$ cat src/rtl/mts_pkg.sv
// Shared types, codes and constants of the max tracking stack.
package mts_pkg;

    localparam int VALUE_W  = 32;
    localparam int STATUS_W = 2;
    localparam int ENTRY_W  = 7;

    typedef logic signed [VALUE_W-1:0] value_t;
    typedef logic [STATUS_W-1:0]       status_t;
    typedef logic [ENTRY_W-1:0]        entry_t;
    typedef logic                      func_t;

    localparam func_t FUNC_PUSH = 1'b0;
    localparam func_t FUNC_POP  = 1'b1;

    localparam status_t ST_OK        = 2'd0;
    localparam status_t ST_UNDERFLOW = 2'd1;
    localparam status_t ST_OVERFLOW  = 2'd2;

    localparam value_t NEG_ONE = 32'shFFFF_FFFF;

    // commands from the controller to the datapath
    typedef struct packed {
        logic load;   // latch the word and read the entries below the tops
        logic exec;   // update the stacks and load the result register
    } ctrl_cmd_t;

endpackage

$ cat src/rtl/mts_if.sv
// Handshake interfaces for the operation and result channels.
interface mts_in_if;
    logic            valid;
    logic            ready;
    mts_pkg::func_t  func;
    mts_pkg::value_t push_value;

    modport source (output valid, output func, output push_value, input ready);
    modport sink   (input valid, input func, input push_value, output ready);
endinterface

interface mts_out_if;
    logic             valid;
    logic             ready;
    mts_pkg::value_t  popped_value;
    mts_pkg::value_t  current_max;
    mts_pkg::status_t status;
    mts_pkg::entry_t  entry_count;

    modport source (output valid, output popped_value, output current_max,
                    output status, output entry_count, input ready);
    modport sink   (input valid, input popped_value, input current_max,
                    input status, input entry_count, output ready);
endinterface

$ cat src/rtl/max_tracking_stack.sv
// Max tracking stack: a LIFO of signed 32-bit values that reports its maximum.
// Each operation word is a push or a pop and returns one result word with the
// popped value, the maximum after the operation, a status and the entry count.
// In the accept cycle an operation reads the entries just below the value and
// maxima tops from the synchronous-read stores; then the EXEC state updates
// counts and tops, writes the stores and loads the result register. The
// result register is separate, so a new operation is taken while an earlier
// result waits; an operation that finds that register still full holds in the
// EXEC state until the result is taken. A pop on an empty stack reports
// underflow with -1 for value and maximum; a push on a full stack is dropped
// and reports overflow. No clearing pass is needed after reset.
module max_tracking_stack
#(
    parameter int STACK_DEPTH = 64
)
(
    input  logic             clk,
    input  logic             rst_n,
    mts_in_if.sink           ops,
    mts_out_if.source        results
);

    mts_pkg::ctrl_cmd_t cmd;

    mts_ctrl u_ctrl
    (
        .clk       (clk),
        .rst_n     (rst_n),
        .in_valid  (ops.valid),
        .in_ready  (ops.ready),
        .out_valid (results.valid),
        .out_ready (results.ready),
        .cmd       (cmd)
    );

    mts_dp
    #(
        .STACK_DEPTH (STACK_DEPTH)
    )
    u_dp
    (
        .clk          (clk),
        .rst_n        (rst_n),
        .cmd          (cmd),
        .func         (ops.func),
        .push_value   (ops.push_value),
        .popped_value (results.popped_value),
        .current_max  (results.current_max),
        .status       (results.status),
        .entry_count  (results.entry_count)
    );

endmodule

$ cat src/rtl/mts_ctrl.sv
// Controller: sequences each operation and owns the result valid flag.
module mts_ctrl
(
    input  logic               clk,
    input  logic               rst_n,
    input  logic               in_valid,
    output logic               in_ready,
    output logic               out_valid,
    input  logic               out_ready,
    output mts_pkg::ctrl_cmd_t cmd
);

    localparam logic S_IDLE = 1'b0;
    localparam logic S_EXEC = 1'b1;

    logic state_reg;
    logic state_next;
    logic out_valid_reg;
    logic out_valid_next;
    logic accept;
    logic exec;

    assign in_ready = (state_reg == S_IDLE);
    assign accept   = in_valid && in_ready;
    // hold in EXEC until the result register is free or being emptied
    assign exec     = (state_reg == S_EXEC) && (!out_valid_reg || out_ready);

    always_comb
    begin
        state_next = state_reg;
        case (state_reg)
            S_IDLE:
            begin
                if (accept)
                begin
                    state_next = S_EXEC;
                end
            end
            S_EXEC:
            begin
                if (exec)
                begin
                    state_next = S_IDLE;
                end
            end
            default:
            begin
                state_next = S_IDLE;
            end
        endcase
    end

    assign out_valid_next = exec ? 1'b1 : (out_valid_reg && !out_ready);

    always_ff @(posedge clk or negedge rst_n)
    begin
        if (!rst_n)
        begin
            state_reg     <= S_IDLE;
            out_valid_reg <= 1'b0;
        end
        else
        begin
            state_reg     <= state_next;
            out_valid_reg <= out_valid_next;
        end
    end

    assign out_valid = out_valid_reg;
    assign cmd.load  = accept;
    assign cmd.exec  = exec;

endmodule

$ cat src/rtl/mts_dp.sv
// Datapath: value and maxima stores, top registers, counts and result register.
module mts_dp
#(
    parameter int STACK_DEPTH = 64
)
(
    input  logic               clk,
    input  logic               rst_n,
    input  mts_pkg::ctrl_cmd_t cmd,
    input  mts_pkg::func_t     func,
    input  mts_pkg::value_t    push_value,
    output mts_pkg::value_t    popped_value,
    output mts_pkg::value_t    current_max,
    output mts_pkg::status_t   status,
    output mts_pkg::entry_t    entry_count
);

    localparam int AW = (STACK_DEPTH > 1) ? $clog2(STACK_DEPTH) : 1;
    localparam int CW = $clog2(STACK_DEPTH + 1);
    localparam logic [CW-1:0] FULL = CW'(STACK_DEPTH);

    mts_pkg::value_t value_mem [STACK_DEPTH];
    mts_pkg::value_t max_mem   [STACK_DEPTH];

    mts_pkg::func_t   func_reg;
    mts_pkg::value_t  val_reg;
    mts_pkg::value_t  vrd_reg;
    mts_pkg::value_t  mrd_reg;

    logic [CW-1:0]    vcount_reg;
    logic [CW-1:0]    vcount_next;
    logic [CW-1:0]    mcount_reg;
    logic [CW-1:0]    mcount_next;
    mts_pkg::value_t  vtop_reg;
    mts_pkg::value_t  vtop_next;
    mts_pkg::value_t  mtop_reg;
    mts_pkg::value_t  mtop_next;

    mts_pkg::value_t  popped_reg;
    mts_pkg::value_t  popped_next;
    mts_pkg::value_t  max_reg;
    mts_pkg::value_t  max_next;
    mts_pkg::status_t status_reg;
    mts_pkg::status_t status_next;
    mts_pkg::entry_t  entry_reg;

    logic             v_we;
    logic             m_we;
    logic [CW-1:0]    vbelow;
    logic [CW-1:0]    mbelow;

    // entries just below the tops feed the top registers after a pop
    assign vbelow = vcount_reg - CW'(2);
    assign mbelow = mcount_reg - CW'(2);

    always_comb
    begin
        vcount_next = vcount_reg;
        mcount_next = mcount_reg;
        vtop_next   = vtop_reg;
        mtop_next   = mtop_reg;
        popped_next = '0;
        max_next    = mts_pkg::NEG_ONE;
        status_next = mts_pkg::ST_OK;
        v_we        = 1'b0;
        m_we        = 1'b0;
        case (func_reg)
            mts_pkg::FUNC_PUSH:
            begin
                if (vcount_reg == FULL)
                begin
                    status_next = mts_pkg::ST_OVERFLOW;
                    max_next    = (mcount_reg == '0) ? mts_pkg::NEG_ONE : mtop_reg;
                end
                else
                begin
                    v_we        = 1'b1;
                    vcount_next = vcount_reg + CW'(1);
                    vtop_next   = val_reg;
                    // equal values go on the maxima stack too
                    if ((mcount_reg == '0) || (val_reg >= mtop_reg))
                    begin
                        m_we        = 1'b1;
                        mcount_next = mcount_reg + CW'(1);
                        mtop_next   = val_reg;
                    end
                    max_next = mtop_next;
                end
            end
            mts_pkg::FUNC_POP:
            begin
                if (vcount_reg == '0)
                begin
                    status_next = mts_pkg::ST_UNDERFLOW;
                    popped_next = mts_pkg::NEG_ONE;
                end
                else
                begin
                    popped_next = vtop_reg;
                    vcount_next = vcount_reg - CW'(1);
                    vtop_next   = vrd_reg;
                    if ((mcount_reg != '0) && (mtop_reg == vtop_reg))
                    begin
                        mcount_next = mcount_reg - CW'(1);
                        mtop_next   = mrd_reg;
                    end
                    if ((vcount_next != '0) && (mcount_next != '0))
                    begin
                        max_next = mtop_next;
                    end
                end
            end
            default:
            begin
                status_next = mts_pkg::ST_OK;
            end
        endcase
    end

    always_ff @(posedge clk)
    begin
        if (cmd.load)
        begin
            func_reg <= func;
            val_reg  <= push_value;
            vrd_reg  <= value_mem[vbelow[AW-1:0]];
            mrd_reg  <= max_mem[mbelow[AW-1:0]];
        end
        if (cmd.exec && v_we)
        begin
            value_mem[vcount_reg[AW-1:0]] <= val_reg;
        end
        if (cmd.exec && m_we)
        begin
            max_mem[mcount_reg[AW-1:0]] <= val_reg;
        end
    end

    always_ff @(posedge clk)
    begin
        if (cmd.exec)
        begin
            vtop_reg   <= vtop_next;
            mtop_reg   <= mtop_next;
            popped_reg <= popped_next;
            max_reg    <= max_next;
            status_reg <= status_next;
            entry_reg  <= mts_pkg::ENTRY_W'(vcount_next);
        end
    end

    always_ff @(posedge clk or negedge rst_n)
    begin
        if (!rst_n)
        begin
            vcount_reg <= '0;
            mcount_reg <= '0;
        end
        else if (cmd.exec)
        begin
            vcount_reg <= vcount_next;
            mcount_reg <= mcount_next;
        end
    end

    assign popped_value = popped_reg;
    assign current_max  = max_reg;
    assign status       = status_reg;
    assign entry_count  = entry_reg;

endmodule
$ cat src/flat_wrapper.sv
// flat-port wrapper written by rule: the top's interface ports become plain ports
module max_tracking_stack_flat 
#(
    parameter int STACK_DEPTH = 64
)
  (clk, rst_n, ops_valid, ops_func, ops_push_value, ops_ready, results_valid, results_popped_value, results_current_max, results_status, results_entry_count, results_ready);
  mts_in_if ops_i ();
  mts_out_if results_i ();
  input  logic clk;
  input  logic rst_n;
  input wire logic [$bits(ops_i.valid)-1:0] ops_valid;
  input wire logic [$bits(ops_i.func)-1:0] ops_func;
  input wire logic [$bits(ops_i.push_value)-1:0] ops_push_value;
  output wire logic [$bits(ops_i.ready)-1:0] ops_ready;
  output wire logic [$bits(results_i.valid)-1:0] results_valid;
  output wire logic [$bits(results_i.popped_value)-1:0] results_popped_value;
  output wire logic [$bits(results_i.current_max)-1:0] results_current_max;
  output wire logic [$bits(results_i.status)-1:0] results_status;
  output wire logic [$bits(results_i.entry_count)-1:0] results_entry_count;
  input wire logic [$bits(results_i.ready)-1:0] results_ready;
  assign ops_i.valid = ops_valid;
  assign ops_i.func = ops_func;
  assign ops_i.push_value = ops_push_value;
  assign ops_ready = ops_i.ready;
  assign results_valid = results_i.valid;
  assign results_popped_value = results_i.popped_value;
  assign results_current_max = results_i.current_max;
  assign results_status = results_i.status;
  assign results_entry_count = results_i.entry_count;
  assign results_i.ready = results_ready;
  max_tracking_stack #(.STACK_DEPTH(STACK_DEPTH)) u_core (.clk(clk), .rst_n(rst_n), .ops(ops_i), .results(results_i));
endmodule
$ cat config.mk
export PLATFORM = sky130hd
export DESIGN_NAME = max_tracking_stack_flat
export DESIGN_NICKNAME = d
export VERILOG_FILES = /design/src/rtl/mts_pkg.sv /design/src/rtl/mts_if.sv /design/src/rtl/max_tracking_stack.sv /design/src/rtl/mts_ctrl.sv /design/src/rtl/mts_dp.sv /design/src/flat_wrapper.sv
export SDC_FILE = /design/constraint.sdc
export NUM_CORES = 2
export LEC_CHECK = 0
export BUFFER_PORTS_ARGS = -buffer_cell sky130_fd_sc_hd__buf_2
export CORE_MARGIN = 5
export CORE_UTILIZATION = 25
export DETAILED_ROUTE_END_ITERATION = 8
export GPL_ROUTABILITY_DRIVEN = 0
export PLACE_DENSITY_LB_ADDON = 0.15
export SYNTH_ARGS = -nofsm -noshare
export SYNTH_HDL_FRONTEND = slang
export SYNTH_SLANG_ARGS = --single-unit
export TNS_END_PERCENT = 30
$ cat constraint.sdc
create_clock -name clk -period 11.5 [get_ports clk]
set_clock_uncertainty 0.1 [all_clocks]
set_input_delay 1.725 -clock clk [delete_from_list [all_inputs] [get_ports clk]]
set_output_delay 1.725 -clock clk [all_outputs]
set_load 0.02 [all_outputs]
==> summary by stage <==
Timing
The post-route minimum period is around 6.3 ns. The slew at the pin with the worst max-slew slack is 1.51 ns. The setup TNS is 0 ns. Across all hold checks on the routed design, the worst slack comes to 0.431 ns.

The final hold violation count came to 0. The worst-case headroom to the max-slew limit is -1.25%. Derived from the worst setup path, the maximum achievable clock frequency is 160 MHz. Of the available clock period, the critical path in the final layout requires approximately 54%.

The final max-slew violation count is 2. Setup repair after global routing left no endpoint under its margin. Setup violations remaining at the end of the flow were counted as 0.

Critical path
STA puts the critical path data arrival time at 6.86 ns. The largest single stage delay on the critical path is 1.26 ns. Along the worst path, the maximum fanout reaches between 100 and 150. The nature of the critical path startpoint is a register.

The standard cell with the maximum stage delay on the critical path is sky130_fd_sc_hd__a211oi_1. Data on the critical path is required at its endpoint by roughly 12 ns. Traced cell by cell, the critical path runs through buf_12 > buf_4 > buf_4 > mux4_2 > mux4_2 > nor2b_1 > a211oi_1 > a31oi_1.

The setup check on the worst reg-to-reg path leaves a slack of 5.24 ns. In this run the worst setup path terminates at u_core.u_dp.vrd_reg[12]. The critical register-to-register path startpoint is u_core.u_dp.vcount_reg[1]. The critical path endpoint category is a register. For the worst flop-to-flop path, the logic depth is 8. The number of buffer and inverter instances along the worst setup path is 3. In this run the critical register-to-register path is captured at u_core.u_dp.vrd_reg[12].

In this run the worst setup path begins at u_core.u_dp.vcount_reg[1]. The family with the most delay on the worst path is buffers and inverters. The critical path runs through a total of 8 cells. The classification of the worst setup path is reg -> reg.

Clocking
The TritonCTS sink count is 4346. The buffer depth of the longest clock path is 4. CTS placed an instance of sky130_fd_sc_hd__clkbuf_16 at the clock tree root. Post-CTS repair changed the size of 0 cells. In this run, post-CTS hold repair placed 0 buffers. The H-tree was split into 5 levels. TritonCTS built the clock tree. Clock-pin slew was measured on the worst setup and hold paths at 0.06 ns. The clock latency on the worst-skew pair is 1.03 ns.

Clock tree synthesis inserted a total of 455 buffers. Once the clock tree was built, the setup fixing pass inserted 0 buffers.

Floorplanning
The area of the placeable core is 0.667 sq mm. The count of pins on the block boundary is around 110. For this configuration, the core starts out at a cell density of 25.1%. The floorplan step set the die height to 828 um. The site row count is 300.

The horizontal extent of the die is 828 um. The die outline area is 0.685 sq mm.

Drt
In the final routed layout, each cell accounts on average for roughly 32 um. The detailed-routing wirelength on met1 is roughly 250000 um. The first routing iteration left between 9000 and 10000 violations. The count of nets left with antenna violations once routing finished came out at 0.

Detailed routing placed a total of a little under 30000 um of wire on met3. The routed design has 540000 um of wire. The via density per instance is roughly 4.7.

The final routed DRC violation total is 0. The uppermost layer routed is met5. The first TritonRoute pass finished after 6 iterations. The via count of the routed design is slightly below 80000. The routed length on met2 is 251000 um.

Global route
In the global route stage, overall resource usage came out at 15.4%. The pin count of the biggest net entering global routing is 134. For this run the aggregate overflow at the end of global routing stands at 0.

The via count of the first global-routing pass was 81400. The number of antenna violations at the first check in global routing is 63. The first global-routing pass estimated 731000 um of wire.

Pwr
The power density normalized to cell area is 251 mW/mm^2. In this run the static leakage power is a little under 0.06 uW. The worst supply voltage drop on vdd is 0.374 mV. Total power for the finished layout comes to slightly below 50000 uW.

Yosys
Dividing the synthesized area by the synthesized cell count gives approximately 24 sq um. The share of synthesized area occupied by flip-flops and latches is about four fifths. The simple-gate share of the synthesized area is 1.16%.

The adder-cell share of the synthesized area is 0.367%. The post-synth design cell area is 0.167 sq mm. For this run, the leading register cell type out of synthesis is sky130_fd_sc_hd__edfxtp_1. Counting flops and latches in the post-synthesis netlist gives 4346. The proportion of synthesized area in mux cells is 18.3%. The Yosys step of the flow raised 0 warnings. The net count of the mapped netlist is 6956. After synthesis, the largest family of logic cells by area is multiplexers. After Yosys synthesis, XOR and XNOR cells account for 0.278% of the synthesized area.

The compound-cell area share of the yosys netlist is less than 1%. Counting flops with a built-in enable in the synthesized netlist gives 4330. After technology mapping, the gate count stands at between 6000 and 7000. The distinct cell type count of the synthesized netlist is 67. In the synthesized netlist the async set-or-reset flop fraction comes to less than 1%.

Job
The count of max-cap constraint violations is 1.

Placement
The number of port buffers is 111. Detailed placement ended at an HPWL of a little under 300000 um.

Cells and area
The fraction of layout instances using a drive strength above 1 is 34.3%. The commonest non-fill, non-tap cell in the layout is sky130_fd_sc_hd__edfxtp_1. The net count of the finished layout is 7438. In the layout the commonest cells are sky130_fd_sc_hd__edfxtp_1, sky130_fd_sc_hd__mux4_2, sky130_fd_sc_hd__clkbuf_16. From synthesis to final layout, the design area changed by 17.4%.

Status
The flow ran to the end, but the final reports show violations. The checks that failed: capacitance limit, slew limit.

Worst hold path
The class of the worst hold path is reg -> reg.
cells in the mapped netlist (all sizes together), types with 4 or more instances:
master,count,area (sq um)
o32ai,10,87.6
a21boi,4,30.0
nand3b,5,37.5
a211oi,16,120
nor2,209,787
o221a,33,372
edfxtp,4330,130000
o21ai,36,191
mux2,34,383
nor4,4,25.0
nand3,14,70.1
o211ai,5,37.5
mux4,1330,30000
a21oi,60,300
nand2b,4,25.0
a31oi,10,62.6
dfrtp,16,400
buf,194,950
xor2,6,52.6
mux2i,27,270
clkbuf,163,612
nor2b,11,68.8
inv,44,165
ha,49,613
or2,34,213
and2,9,56.3
nand4,19,119
nand2,81,304
nor3,31,160
xnor2,47,412
cell families (layout without fill, tap and decap cells):
family                     Yosys count  in the layout
buffers and inverters              402           1276
and+or+nand+nor                    431            431
xor gates and xnor gates            53             53
AOI/OAI and AO/OA                  198            198
DFF                               4346           4346
adders and majority gates           49             49
muxes                             1391           1391
other                                0             25
per-layer routing:
layer | up-vias | global-route usage (%)
met5 | - | 0
met4 | 4 | 2.94
met3 | 560 | 1.98
met2 | 2516 | 24.6
met1 | 44300 | 22.7
li1 | 30700 | -
power by group:
part | internal, uW | switching, uW | total [uW] | leakage [uW]
Clock | 8980 | 6320 | 15300 | 0.00750
Sequential | 18100 | 657 | 18800 | 0.0392
Combinational | 6190 | 8920 | 15100 | 0.0121
metrics by stage:
step | cells | utilization, % | setup WS (ns) | area, sq um
floorplan | 6870 | - | 4.86 | 167000
global placement | 15800 | 27.1 | 5.05 | 181000
detailed placement | 15800 | 27.1 | 5.13 | 181000
CTS | 16700 | 29.4 | 5.13 | 196000
global route | 16700 | 29.4 | 4.92 | 196000
finish | 16700 | 29.4 | 5.24 | 196000
worst min-delay path by stage:
| stage | start | endpoint | slack [ns] | cells after the start |
|---|---|---|---|---|
| finish | u_core.u_dp.mcount_reg[6] | u_core.u_dp.mcount_reg[6] | 0.43 | 1 |
| global placement | u_core.u_dp.mcount_reg[6] | u_core.u_dp.mcount_reg[6] | 0.41 | 1 |
| CTS | u_core.u_dp.mcount_reg[6] | u_core.u_dp.mcount_reg[6] | 0.42 | 1 |
| detailed placement | u_core.u_dp.mcount_reg[6] | u_core.u_dp.mcount_reg[6] | 0.40 | 1 |
| floorplan | u_core.u_dp.mcount_reg[6] | u_core.u_dp.mcount_reg[6] | 0.38 | 1 |
| global route | u_core.u_dp.mcount_reg[6] | u_core.u_dp.mcount_reg[6] | 0.44 | 1 |
worst reg2reg max path, cell delays in order (launching register included):
cell	delay (ns)
sky130_fd_sc_hd__dfrtp_4	1.04
sky130_fd_sc_hd__buf_12	0.55
sky130_fd_sc_hd__buf_4	0.98
sky130_fd_sc_hd__buf_4	0.78
sky130_fd_sc_hd__mux4_2	0.48
sky130_fd_sc_hd__mux4_2	0.47
sky130_fd_sc_hd__nor2b_1	0.21
sky130_fd_sc_hd__a211oi_1	1.26
sky130_fd_sc_hd__a31oi_1	0.08
area by class of cell:
type                    instances  area, sq um
flip-flops and latches       4346       130000
clock buffers                 525        11800
inverters                      45          171
repair buffers                382         2860
fillers                     64500       471000
multi-input cells            2122        36200
diodes                         25         62.6
well taps                    8909        11100
clock inverters               324         3550
Power figures use the tool's default switching activity.
